$ cat src/rtl/core/cppm_pulse_frame_decoder_macros.svh
// Assertion macros shared by the CPPM decoder RTL.
// Define ASSERT_OFF to compile the checks out; no other dependencies.
`ifndef CPPM_PULSE_FRAME_DECODER_MACROS_SVH
`define CPPM_PULSE_FRAME_DECODER_MACROS_SVH
`ifndef ASSERT_OFF
`define CPPM_ASSERT_NOW(lbl, clk, rst_n, ante, cons, msg) \
	lbl: assert property (@(posedge clk) disable iff (!rst_n) (ante) |-> (cons)) \
		else $error(msg);
`define CPPM_ASSERT_NEXT(lbl, clk, rst_n, ante, cons, msg) \
	lbl: assert property (@(posedge clk) disable iff (!rst_n) (ante) |=> (cons)) \
		else $error(msg);
`else
`define CPPM_ASSERT_NOW(lbl, clk, rst_n, ante, cons, msg)
`define CPPM_ASSERT_NEXT(lbl, clk, rst_n, ante, cons, msg)
`endif
`endif

$ cat src/rtl/core/cppm_pkg.sv
// Shared types and constants of the CPPM frame decoder.
// No dependencies; used by every other file of the block but the assertion macro header.
package cppm_pkg;

	localparam int MAX_CHANNELS_DEF = 16;

	localparam int RATE_W  = 30;
	localparam int SYNC_W  = 16;
	localparam int MAXCH_W = 5;
	localparam int MINCH_W = 16;
	localparam int DIR_W   = 2;
	localparam int DELTA_W = 32;
	localparam int WIDTH_W = 32;
	localparam int CHAN_W  = 5;
	localparam int SUM_W   = DELTA_W + 1;
	localparam int US_W    = 20;
	localparam int PROD_W  = SUM_W + US_W;
	localparam int CFG_W   = RATE_W;
	localparam int IDX_W   = 3;

	localparam logic [US_W-1:0] US_PER_S = US_W'(1000000);

	typedef enum logic [IDX_W-1:0] {
		REG_SAMPLE_RATE = 3'd0,
		REG_SYNC_TIME   = 3'd1,
		REG_MAX_CHAN    = 3'd2,
		REG_MIN_CHANGE  = 3'd3,
		REG_SYNC_DIR    = 3'd4
	} cfg_reg_t;

	typedef enum logic [DIR_W-1:0] {
		DIR_ANY  = 2'd0,
		DIR_LOW  = 2'd1,
		DIR_HIGH = 2'd2
	} sync_dir_t;

	typedef struct packed {
		logic [RATE_W-1:0]  sample_rate_hz;
		logic [SYNC_W-1:0]  sync_time_us;
		logic [MAXCH_W-1:0] max_channels;
		logic [MINCH_W-1:0] min_change_us;
		logic [DIR_W-1:0]   sync_direction;
	} cppm_cfg_t;

	// controller -> datapath
	typedef struct packed {
		logic capture;      // latch edge, form sample count
		logic pair;         // sample count is first interval + delta
		logic store_first;  // keep delta as first interval of a pair
		logic div_start;    // scale to microseconds and start divide
		logic clear_count;  // frame sync seen
		logic commit;       // load result beat, update channel state
	} cppm_cmd_t;

	// datapath -> controller
	typedef struct packed {
		logic div_done;
		logic sync_hit;
		logic out_free;
	} cppm_sts_t;

endpackage

$ cat src/rtl/core/cppm_in_if.sv
// Edge channel of the CPPM decoder: valid/ready plus edge payload.
// Depends on cppm_pkg.
interface cppm_in_if;
	import cppm_pkg::*;

	logic               valid;
	logic               ready;
	logic [DELTA_W-1:0] delta_samples;
	logic               new_level;

	modport source (output valid, output delta_samples, output new_level, input ready);
	modport sink (input valid, input delta_samples, input new_level, output ready);
endinterface

$ cat src/rtl/core/cppm_out_if.sv
// Result channel of the CPPM decoder: valid/ready plus result payload.
// Depends on cppm_pkg.
interface cppm_out_if;
	import cppm_pkg::*;

	logic               valid;
	logic               ready;
	logic [WIDTH_W-1:0] width_us;
	logic [CHAN_W-1:0]  channel_number;
	logic               overflow_error;
	logic               changed;
	logic               went_up;

	modport source (output valid, output width_us, output channel_number,
		output overflow_error, output changed, output went_up, input ready);
	modport sink (input valid, input width_us, input channel_number,
		input overflow_error, input changed, input went_up, output ready);
endinterface

$ cat src/rtl/core/cppm_div.sv
// Restoring divider, one quotient bit per cycle, for the microsecond scale.
// Depends on cppm_pkg and the assertion macro header.
`include "cppm_pulse_frame_decoder_macros.svh"
module cppm_div (
	input  logic                         clk,
	input  logic                         arst_n,
	input  logic                         start,
	input  logic [cppm_pkg::PROD_W-1:0]  dividend,
	input  logic [cppm_pkg::RATE_W-1:0]  divisor,
	output logic                         done,
	output logic [cppm_pkg::PROD_W-1:0]  quotient
);
	import cppm_pkg::*;

	localparam int CNT_W = $clog2(PROD_W + 1);

	logic [PROD_W-1:0] dvd_q;
	logic [RATE_W-1:0] rem_q;
	logic [CNT_W-1:0]  cnt_q;
	logic              busy_q;
	logic              done_q;

	logic [RATE_W:0] trial;
	logic [RATE_W:0] trial_sub;
	logic            ge;

	// zero divisor: every trial passes, quotient all ones, caller saturates
	assign trial     = {rem_q, dvd_q[PROD_W-1]};
	assign trial_sub = trial - {1'b0, divisor};
	assign ge        = trial >= {1'b0, divisor};

	always_ff @(posedge clk or negedge arst_n) begin
		if (!arst_n) begin
			busy_q <= 1'b0;
			done_q <= 1'b0;
			cnt_q  <= '0;
		end else begin
			done_q <= 1'b0;
			if (start) begin
				busy_q <= 1'b1;
				cnt_q  <= CNT_W'(PROD_W);
			end else if (busy_q) begin
				cnt_q <= cnt_q - CNT_W'(1);
				if (cnt_q == CNT_W'(1)) begin
					busy_q <= 1'b0;
					done_q <= 1'b1;
				end
			end
		end
	end

	always_ff @(posedge clk) begin
		if (start) begin
			dvd_q <= dividend;
			rem_q <= '0;
		end else if (busy_q) begin
			rem_q <= ge ? trial_sub[RATE_W-1:0] : trial[RATE_W-1:0];
			dvd_q <= {dvd_q[PROD_W-2:0], ge};
		end
	end

	assign done     = done_q;
	assign quotient = dvd_q;

	`CPPM_ASSERT_NOW(a_div_no_restart, clk, arst_n, start, !busy_q, "divider restarted while busy")

endmodule

$ cat src/rtl/core/cppm_dpath.sv
// Datapath: edge capture, scaling, divider, channel tracking, result register.
// Depends on cppm_pkg, cppm_div, cppm_out_if and the assertion macro header.
`include "cppm_pulse_frame_decoder_macros.svh"
module cppm_dpath #(
	parameter int MAX_CHANNELS = cppm_pkg::MAX_CHANNELS_DEF
) (
	input  logic                         clk,
	input  logic                         arst_n,
	input  cppm_pkg::cppm_cfg_t          cfg,
	input  logic [cppm_pkg::DELTA_W-1:0] delta_samples,
	input  logic                         new_level,
	input  cppm_pkg::cppm_cmd_t          cmd,
	output cppm_pkg::cppm_sts_t          sts,
	cppm_out_if.source                   result
);
	import cppm_pkg::*;

	localparam int CNT_W = $clog2(MAX_CHANNELS + 2);
	localparam int LW_W  = (MAX_CHANNELS > 1) ? $clog2(MAX_CHANNELS) : 1;
	localparam int CMP_W = ((CNT_W > MAXCH_W) ? CNT_W : MAXCH_W) + 1;

	logic [DELTA_W-1:0] first_q;
	logic [SUM_W-1:0]   sum_q;
	logic               level_q;
	logic [WIDTH_W-1:0] width_q;
	logic [CNT_W-1:0]   count_q;
	logic [WIDTH_W-1:0] last_q [MAX_CHANNELS];

	logic               out_valid_q;
	logic [WIDTH_W-1:0] out_width_q;
	logic [CHAN_W-1:0]  out_chan_q;
	logic               out_ovf_q;
	logic               out_chg_q;
	logic               out_up_q;

	logic [PROD_W-1:0]  dividend;
	logic [PROD_W-1:0]  quotient;
	logic               div_done;
	logic               level_ok;
	logic [CMP_W-1:0]   lim;
	logic [CMP_W-1:0]   cnt_next;
	logic               ovf;
	logic [LW_W-1:0]    idx;
	logic [WIDTH_W-1:0] stored;
	logic [WIDTH_W-1:0] diff;
	logic               up;
	logic               chg;
	logic [CHAN_W-1:0]  chan_out;

	assign dividend = PROD_W'(sum_q) * PROD_W'(US_PER_S);

	cppm_div u_div (
		.clk      (clk),
		.arst_n   (arst_n),
		.start    (cmd.div_start),
		.dividend (dividend),
		.divisor  (cfg.sample_rate_hz),
		.done     (div_done),
		.quotient (quotient)
	);

	always_comb begin
		unique case (cfg.sync_direction)
			DIR_LOW:  level_ok = !level_q;
			DIR_HIGH: level_ok = level_q;
			default:  level_ok = 1'b1;
		endcase
	end

	assign lim      = (CMP_W'(cfg.max_channels) < CMP_W'(MAX_CHANNELS)) ?
		CMP_W'(cfg.max_channels) : CMP_W'(MAX_CHANNELS);
	assign cnt_next = CMP_W'(count_q) + CMP_W'(1);
	assign ovf      = cnt_next > lim;
	assign idx      = count_q[LW_W-1:0];
	assign stored   = last_q[idx];
	assign up       = width_q > stored;
	assign diff     = up ? (width_q - stored) : (stored - width_q);
	assign chg      = !ovf && (diff != '0) && (diff >= WIDTH_W'(cfg.min_change_us));
	assign chan_out = ovf ? CHAN_W'(1) : cnt_next[CHAN_W-1:0];

	assign sts.div_done = div_done;
	assign sts.sync_hit = (width_q >= WIDTH_W'(cfg.sync_time_us)) && level_ok;
	assign sts.out_free = !out_valid_q || result.ready;

	always_ff @(posedge clk or negedge arst_n) begin
		if (!arst_n) begin
			first_q <= '0;
			count_q <= '0;
			for (int i = 0; i < MAX_CHANNELS; i++) begin
				last_q[i] <= '0;
			end
			out_valid_q <= 1'b0;
		end else begin
			if (cmd.store_first) begin
				first_q <= delta_samples;
			end
			if (cmd.clear_count) begin
				count_q <= '0;
			end else if (cmd.commit) begin
				count_q <= ovf ? '0 : cnt_next[CNT_W-1:0];
				if (chg) begin
					last_q[idx] <= width_q;
				end
			end
			if (cmd.commit) begin
				out_valid_q <= 1'b1;
			end else if (result.ready) begin
				out_valid_q <= 1'b0;
			end
		end
	end

	always_ff @(posedge clk) begin
		if (cmd.capture) begin
			sum_q   <= cmd.pair ? ({1'b0, first_q} + {1'b0, delta_samples})
				: {1'b0, delta_samples};
			level_q <= new_level;
		end
		if (div_done) begin
			width_q <= (|quotient[PROD_W-1:WIDTH_W]) ? '1 : quotient[WIDTH_W-1:0];
		end
		if (cmd.commit) begin
			out_width_q <= width_q;
			out_chan_q  <= chan_out;
			out_ovf_q   <= ovf;
			out_chg_q   <= chg;
			out_up_q    <= chg && up;
		end
	end

	assign result.valid          = out_valid_q;
	assign result.width_us       = out_width_q;
	assign result.channel_number = out_chan_q;
	assign result.overflow_error = out_ovf_q;
	assign result.changed        = out_chg_q;
	assign result.went_up        = out_up_q;

	`CPPM_ASSERT_NOW(a_commit_free, clk, arst_n, cmd.commit, !out_valid_q || result.ready, "result beat overwritten")
	`CPPM_ASSERT_NEXT(a_ovf_clears, clk, arst_n, cmd.commit && ovf, count_q == '0, "channel count not cleared on overflow")

endmodule

$ cat src/rtl/core/cppm_ctrl.sv
// Controller: sync hunt / pair tracking and sequencing of one edge at a time.
// Depends on cppm_pkg and the assertion macro header.
`include "cppm_pulse_frame_decoder_macros.svh"
module cppm_ctrl (
	input  logic                clk,
	input  logic                arst_n,
	input  logic                in_valid,
	output logic                in_ready,
	input  cppm_pkg::cppm_sts_t sts,
	output cppm_pkg::cppm_cmd_t cmd
);
	import cppm_pkg::*;

	typedef enum logic [3:0] {
		ST_IDLE = 4'b0001,
		ST_MUL  = 4'b0010,
		ST_DIV  = 4'b0100,
		ST_EVAL = 4'b1000
	} state_t;

	state_t state_q, state_d;
	logic   locked_q, locked_d;
	logic   second_q, second_d;
	logic   pair_q, pair_d;
	logic   accept;

	assign in_ready = (state_q == ST_IDLE);
	assign accept   = in_valid && in_ready;

	always_comb begin
		state_d  = state_q;
		locked_d = locked_q;
		second_d = second_q;
		pair_d   = pair_q;
		cmd      = '0;
		unique case (state_q)
			ST_IDLE: begin
				if (accept) begin
					if (!locked_q) begin
						cmd.capture = 1'b1;
						pair_d      = 1'b0;
						state_d     = ST_MUL;
					end else if (!second_q) begin
						cmd.store_first = 1'b1;
						second_d        = 1'b1;
					end else begin
						cmd.capture = 1'b1;
						cmd.pair    = 1'b1;
						pair_d      = 1'b1;
						second_d    = 1'b0;
						state_d     = ST_MUL;
					end
				end
			end
			ST_MUL: begin
				cmd.div_start = 1'b1;
				state_d       = ST_DIV;
			end
			ST_DIV: begin
				if (sts.div_done) begin
					state_d = ST_EVAL;
				end
			end
			ST_EVAL: begin
				if (!pair_q) begin
					if (sts.sync_hit) begin
						locked_d = 1'b1;
						second_d = 1'b0;
					end
					state_d = ST_IDLE;
				end else if (sts.sync_hit) begin
					cmd.clear_count = 1'b1;
					state_d         = ST_IDLE;
				end else if (sts.out_free) begin
					cmd.commit = 1'b1;
					state_d    = ST_IDLE;
				end
			end
			default: begin
				state_d = ST_IDLE;
			end
		endcase
	end

	always_ff @(posedge clk or negedge arst_n) begin
		if (!arst_n) begin
			state_q  <= ST_IDLE;
			locked_q <= 1'b0;
			second_q <= 1'b0;
			pair_q   <= 1'b0;
		end else begin
			state_q  <= state_d;
			locked_q <= locked_d;
			second_q <= second_d;
			pair_q   <= pair_d;
		end
	end

	`CPPM_ASSERT_NOW(a_second_needs_lock, clk, arst_n, second_q, locked_q, "pair tracking while hunting")

endmodule

$ cat src/rtl/core/cppm_pulse_frame_decoder.sv
// CPPM pulse frame decoder, top level: configuration registers, controller, datapath.
// Depends on cppm_pkg, cppm_in_if, cppm_out_if, cppm_ctrl, cppm_dpath.
//
// Takes one beat per line edge (samples since the previous edge and the level
// after it) and hands out one beat per decoded channel period. After reset the
// block hunts for a gap of at least sync_time_us whose closing level passes the
// sync-direction check, then locks for good and pairs up edges. A pair at or
// above the sync time (with a good level) just restarts the channel count; any
// other pair gives a width in microseconds, floor(samples*1e6/sample_rate_hz)
// saturated to 32 bits, the channel number, an overflow flag (channel 1
// reported, count restarted) and a change flag with direction against that
// channel's last stored width. The first edge of a pair is only stored and the
// controller stays idle; every other edge is scaled and then divided by the
// bit-serial restoring divide (one quotient bit per cycle over the 53-bit scaled
// sample count) before it is evaluated. One edge is in flight at a time; the result
// register lets the next edge be accepted while a beat waits on the output. No
// clearing pass after reset. Configuration writes are applied at once and belong
// in idle time; an index beyond the register list is ignored.
module cppm_pulse_frame_decoder #(
	parameter int MAX_CHANNELS = cppm_pkg::MAX_CHANNELS_DEF
) (
	input  logic                         clk,
	input  logic                         arst_n,
	input  logic                         cfg_write,
	input  logic [cppm_pkg::IDX_W-1:0]   cfg_index,
	input  logic [cppm_pkg::CFG_W-1:0]   cfg_data,
	cppm_in_if.sink                      pulse,
	cppm_out_if.source                   result
);
	import cppm_pkg::*;

	cppm_cfg_t cfg_q;
	cppm_cmd_t cmd;
	cppm_sts_t sts;

	// register file, reset values as documented for the block
	always_ff @(posedge clk or negedge arst_n) begin
		if (!arst_n) begin
			cfg_q.sample_rate_hz <= RATE_W'(24000000);
			cfg_q.sync_time_us   <= SYNC_W'(2500);
			cfg_q.max_channels   <= MAXCH_W'(8);
			cfg_q.min_change_us  <= MINCH_W'(5);
			cfg_q.sync_direction <= DIR_ANY;
		end else if (cfg_write) begin
			unique case (cfg_index)
				REG_SAMPLE_RATE: cfg_q.sample_rate_hz <= cfg_data[RATE_W-1:0];
				REG_SYNC_TIME:   cfg_q.sync_time_us   <= cfg_data[SYNC_W-1:0];
				REG_MAX_CHAN:    cfg_q.max_channels   <= cfg_data[MAXCH_W-1:0];
				REG_MIN_CHANGE:  cfg_q.min_change_us  <= cfg_data[MINCH_W-1:0];
				REG_SYNC_DIR:    cfg_q.sync_direction <= cfg_data[DIR_W-1:0];
				default: begin
				end
			endcase
		end
	end

	// sequencing: hunt/lock, pair tracking, divider wait, result hand-off
	cppm_ctrl u_ctrl (
		.clk      (clk),
		.arst_n   (arst_n),
		.in_valid (pulse.valid),
		.in_ready (pulse.ready),
		.sts      (sts),
		.cmd      (cmd)
	);

	// arithmetic, channel store and output beat register
	cppm_dpath #(
		.MAX_CHANNELS (MAX_CHANNELS)
	) u_dpath (
		.clk           (clk),
		.arst_n        (arst_n),
		.cfg           (cfg_q),
		.delta_samples (pulse.delta_samples),
		.new_level     (pulse.new_level),
		.cmd           (cmd),
		.sts           (sts),
		.result        (result)
	);

endmodule
$ cat src/flat_wrapper.sv
// flat-port wrapper written by rule: the top's interface ports become plain ports
module cppm_pulse_frame_decoder_flat import cppm_pkg::*;
#(
	parameter int MAX_CHANNELS = cppm_pkg::MAX_CHANNELS_DEF
)
  (clk, arst_n, cfg_write, cfg_index, cfg_data, pulse_valid, pulse_delta_samples, pulse_new_level, pulse_ready, result_valid, result_width_us, result_channel_number, result_overflow_error, result_changed, result_went_up, result_ready);
  cppm_in_if pulse_i ();
  cppm_out_if result_i ();
  input  logic clk;
  input  logic arst_n;
  input  logic cfg_write;
  input  logic [cppm_pkg::IDX_W-1:0] cfg_index;
  input  logic [cppm_pkg::CFG_W-1:0] cfg_data;
  input wire logic [$bits(pulse_i.valid)-1:0] pulse_valid;
  input wire logic [$bits(pulse_i.delta_samples)-1:0] pulse_delta_samples;
  input wire logic [$bits(pulse_i.new_level)-1:0] pulse_new_level;
  output wire logic [$bits(pulse_i.ready)-1:0] pulse_ready;
  output wire logic [$bits(result_i.valid)-1:0] result_valid;
  output wire logic [$bits(result_i.width_us)-1:0] result_width_us;
  output wire logic [$bits(result_i.channel_number)-1:0] result_channel_number;
  output wire logic [$bits(result_i.overflow_error)-1:0] result_overflow_error;
  output wire logic [$bits(result_i.changed)-1:0] result_changed;
  output wire logic [$bits(result_i.went_up)-1:0] result_went_up;
  input wire logic [$bits(result_i.ready)-1:0] result_ready;
  assign pulse_i.valid = pulse_valid;
  assign pulse_i.delta_samples = pulse_delta_samples;
  assign pulse_i.new_level = pulse_new_level;
  assign pulse_ready = pulse_i.ready;
  assign result_valid = result_i.valid;
  assign result_width_us = result_i.width_us;
  assign result_channel_number = result_i.channel_number;
  assign result_overflow_error = result_i.overflow_error;
  assign result_changed = result_i.changed;
  assign result_went_up = result_i.went_up;
  assign result_i.ready = result_ready;
  cppm_pulse_frame_decoder #(.MAX_CHANNELS(MAX_CHANNELS)) u_core (.clk(clk), .arst_n(arst_n), .cfg_write(cfg_write), .cfg_index(cfg_index), .cfg_data(cfg_data), .pulse(pulse_i), .result(result_i));
endmodule
$ cat config.mk
export PLATFORM = sky130hd
export DESIGN_NAME = cppm_pulse_frame_decoder_flat
export DESIGN_NICKNAME = d
export VERILOG_FILES = /design/src/rtl/core/cppm_pkg.sv /design/src/rtl/core/cppm_in_if.sv /design/src/rtl/core/cppm_out_if.sv /design/src/rtl/core/cppm_div.sv /design/src/rtl/core/cppm_dpath.sv /design/src/rtl/core/cppm_ctrl.sv /design/src/rtl/core/cppm_pulse_frame_decoder.sv /design/src/flat_wrapper.sv
export VERILOG_INCLUDE_DIRS = /design/src /design/src/rtl/core
export SDC_FILE = /design/constraint.sdc
export NUM_CORES = 2
export LEC_CHECK = 0
export BUFFER_PORTS_ARGS = -buffer_cell sky130_fd_sc_hd__buf_4
export CORE_ASPECT_RATIO = 1.75
export CORE_UTILIZATION = 40
export DETAILED_ROUTE_END_ITERATION = 7
export PLACE_DENSITY_LB_ADDON = 0.1
export REMOVE_ABC_BUFFERS = 1
export SETUP_SLACK_MARGIN = 0.05
export SYNTH_ARGS = -nofsm -noshare
export SYNTH_HDL_FRONTEND = slang
export SYNTH_SLANG_ARGS = --single-unit
$ cat constraint.sdc
create_clock -name clk -period 7.02 [get_ports clk]
set_input_delay 0.351 -clock clk [delete_from_list [all_inputs] [get_ports clk]]
set_output_delay 0.351 -clock clk [all_outputs]
set_load 0.02 [all_outputs]
==> impl_results.md <==
- Status: complete, no violations
- Hold path depth: 3
- Final core occ: between 40 and 50%
- F_max: approximately 0.14 GHz
- CP required: ~7600 ps
- Port bufs: about 110
- Final hold viol count: 0
- H-tree levels: 3
- Root Buffer: clkbuf_16
- Synthesized instance count: 4093
- Total Routed Length: 142 mm
- Die height: 467 um
- Worst Path Max Fanout: 18
- CTS sink cnt: approximately 800
- Routed via count: 33000
- Worst-margin pin slew: 1110 ps
- Setup Crit Path Kind: flop to flop
- Reg2reg start: u_core.u_dpath.count_q[0]
- DP HPWL: roughly 110 mm
- Pre-CTS WS: -234 ps
- Ys async rst share: 77.0%
- CTS tree: done
- Post-route ant nets: 0
- Max-slew headroom: about 26%
- Share of cells above drive strength 1: 29.6%
- Min cycle time layout: approximately 7000 ps
- Worst-path clk slew: 60 ps
- Final worst slack: 9.49 ps
- CTS buffer count: 85
- MaxCap Viol Count: 0
- Setup Viol. Count Final: 0
- Reg-to-Reg End: u_core.u_dpath.last_q[191]
- Main synth FF type: dfrtp_1
- Setup crit end kind: flop
- RePlAce Congestion: 0.938
- Initial DRT Pass Iterations: 5
- Final period utilization: 99.9%
- Via density: 5.40
- Number of fillers in the final layout: 11400
- Post-synth EDFFs: 153
- Initial Util: 40.3%
- Drt first-iter violations: 1482
- Clock buffer depth: 3
- Final Net Count: approximately 4900
- WHS Endpoint: u_core.cfg_q[59]
- Reg2Reg Depth: 31
- Post-Syn Area: 49500 um^2
- Slew Limit Fails: 0
- Delay of the slowest critical-path stage: 570 ps
- Crit path launch type: flop
- Initial antenna violation count: 6
- Core Rows: 170
- Vias in the first global route: ~35000
- Worst reg-to-reg setup slack: approximately 9.5 ps
- Post-synthesis sequential area ratio: around 43%
- Syn Area/Cell: 12.1 um^2
- GR Overflow Total: 0
- Die area: 125000 um^2
- Distinct cells, synth: between 80 and 90
- CP startpoint: u_core.u_dpath.count_q[0]
- Synth Register Bits: 823
- Area Growth Syn to Fin: 17.1%
- Core Region: between 100000 and 150000 um^2
- Die width: 268 um
- Total global-route track usage: a little under a quarter
- Crit path DAT: around 7600 ps
- Hold Crit Start: cfg_index[0]
- Worst skew pair latency: 700 ps
- Worst Skew: about 36 ps
- Wire per inst: 23.2 um
- RSZ-0062 raised after global routing: yes
- # DRC: 0
- Global-route wire length before repair: 217 mm
- CP max stage cell: mux4_2
- Worst hold path class: input port to flop
- Largest net degree at the start of global routing: 161
- Top Ports: between 100 and 150
- WHS: about 43 ps
- Synth warnings: 0
-- kinds of logic after synthesis --
group,after synthesis,share of synthesized area (%)
multiplexers,764,21.0
flip-flops,823,42.8
XOR/XNOR,126,2.23
AO/OA/AOI/OAI,706,8.80
adder cells (fa/ha/maj),470,14.1
AND/OR/NAND/NOR,679,6.57
buffers and inverters,525,4.52
-- area by class of cell --
type	instances	area (um^2)	area share (%)
inverter	315	1180	2.04
clock inverter	38	343	0.591
antenna	5	12.5	0.0216
multi-input combinational	2745	26400	45.6
tap	1634	2040	3.53
clock buffer	118	2500	4.31
sequential	823	21200	36.6
timing repair buffer	434	4270	7.37
-- synth_stat cells, drive strengths merged (52+ instances only) --
library cell / instances / area [um^2]
nand2: 228 / 856
xor2: 52 / 455
a21oi: 211 / 1160
nor2: 137 / 514
o21ai: 256 / 1280
fa: 144 / 2880
xnor2: 74 / 648
nand2b: 53 / 332
nand3: 63 / 315
ha: 326 / 4080
edfxtp: 153 / 4590
buf: 81 / 568
mux4: 160 / 3600
inv: 315 / 1180
mux2: 568 / 6430
clkbuf: 129 / 485
dfrtp: 615 / 15400
a21o: 59 / 443
-- worst max path at each step --
stage,endpoint,slack (ps),depth (start not counted)
CTS,u_core.u_dpath.last_q[191],30,31
global placement,u_core.u_dpath.result.went_up,-260,23
finish,u_core.u_dpath.last_q[191],9,31
floorplan,u_core.u_dpath.last_q[192],-5970,21
global route,u_core.u_dpath.last_q[191],-260,32
detailed placement,u_core.u_dpath.last_q[191],-230,25
-- metrics by stage --
step / area, um^2 / TNS [ps] / instances
6_report: 58000 / 0 / 6112
5_1_grt: 58000 / -58060 / 6110
4_1_cts: 57800 / 0 / 6103
3_5_place_dp: 53800 / -88450 / 5859
3_3_place_gp: 53800 / -99460 / 5859
2_1_floorplan: 48500 / -2869400 / 3883
-- flip-flops by register name, indices dropped and copies added, names as in the netlist, 4 cells and up --
register and flops:
u_core.u_dpath.last_q 512, u_core.cfg_q 69, u_core.u_dpath.u_div.quotient 53, u_core.u_dpath.sum_q 33, u_core.u_dpath.first_q 32, u_core.u_dpath.result.width_us 32, u_core.u_dpath.width_q 32, u_core.u_dpath.u_div.rem_q 30
u_core.u_dpath.u_div.cnt_q 6, u_core.u_dpath.count_q 5, u_core.u_dpath.result.channel_number 5, u_core.u_ctrl.state_q 4
-- cell usage in the layout, fill, tap and decap left out, types with 16 or more instances in the layout --
cell type / n
ha_1: 318
a21oi_1: 193
o21ai_0: 251
nor3_1: 45
dfstp_2: 19
nand2b_1: 53
fa_1: 144
a211oi_1: 20
dfxtp_1: 36
a21o_1: 59
nand4_1: 45
o211ai_1: 19
o21a_1: 29
edfxtp_1: 153
buf_4: 297
clkbuf_16: 92
nor2b_1: 22
mux4_2: 160
nand3_1: 59
xor2_1: 51
buf_12: 51
nor4_1: 16
dlygate4sd3_1: 68
mux2i_1: 35
nand2_1: 226
a21oi_4: 17
nor2_1: 135
mux2_2: 550
dfrtp_1: 609
inv_1: 314
xnor2_1: 74
-- repair_timing --
item | 4_1_cts | 5_1_grt
gates cloned | 6 | 1
setup endpoints to repair | 514 | 516
pin swaps | 18 | 3
resized for setup | 30 | 29
hold buffers | 68 | 0
buffers inserted | 14 | 3
hold endpoints to repair | 211 | 0
-- critical path, delay by kind of cell, from the launching register on --
family,cells,cell delay (ps)
buffers and inverters,11,1750
AOI/OAI and AO/OA,9,1590
muxes,4,1570
adders and majority gates,2,580
and+or+nand+nor,4,550
DFF,1,500
xor gates and xnor gates,1,250
-- per-layer routing --
metal  global-route usage [%]  wire [um]
met2                     45.6      80600
met5                        0         27
met4                     9.17       5610
met1                     25.0      52200
met3                     2.46       3570
Power is not shown: default switching activity piles up to over one toggle a cycle in this logic, so the estimate is an artifact.
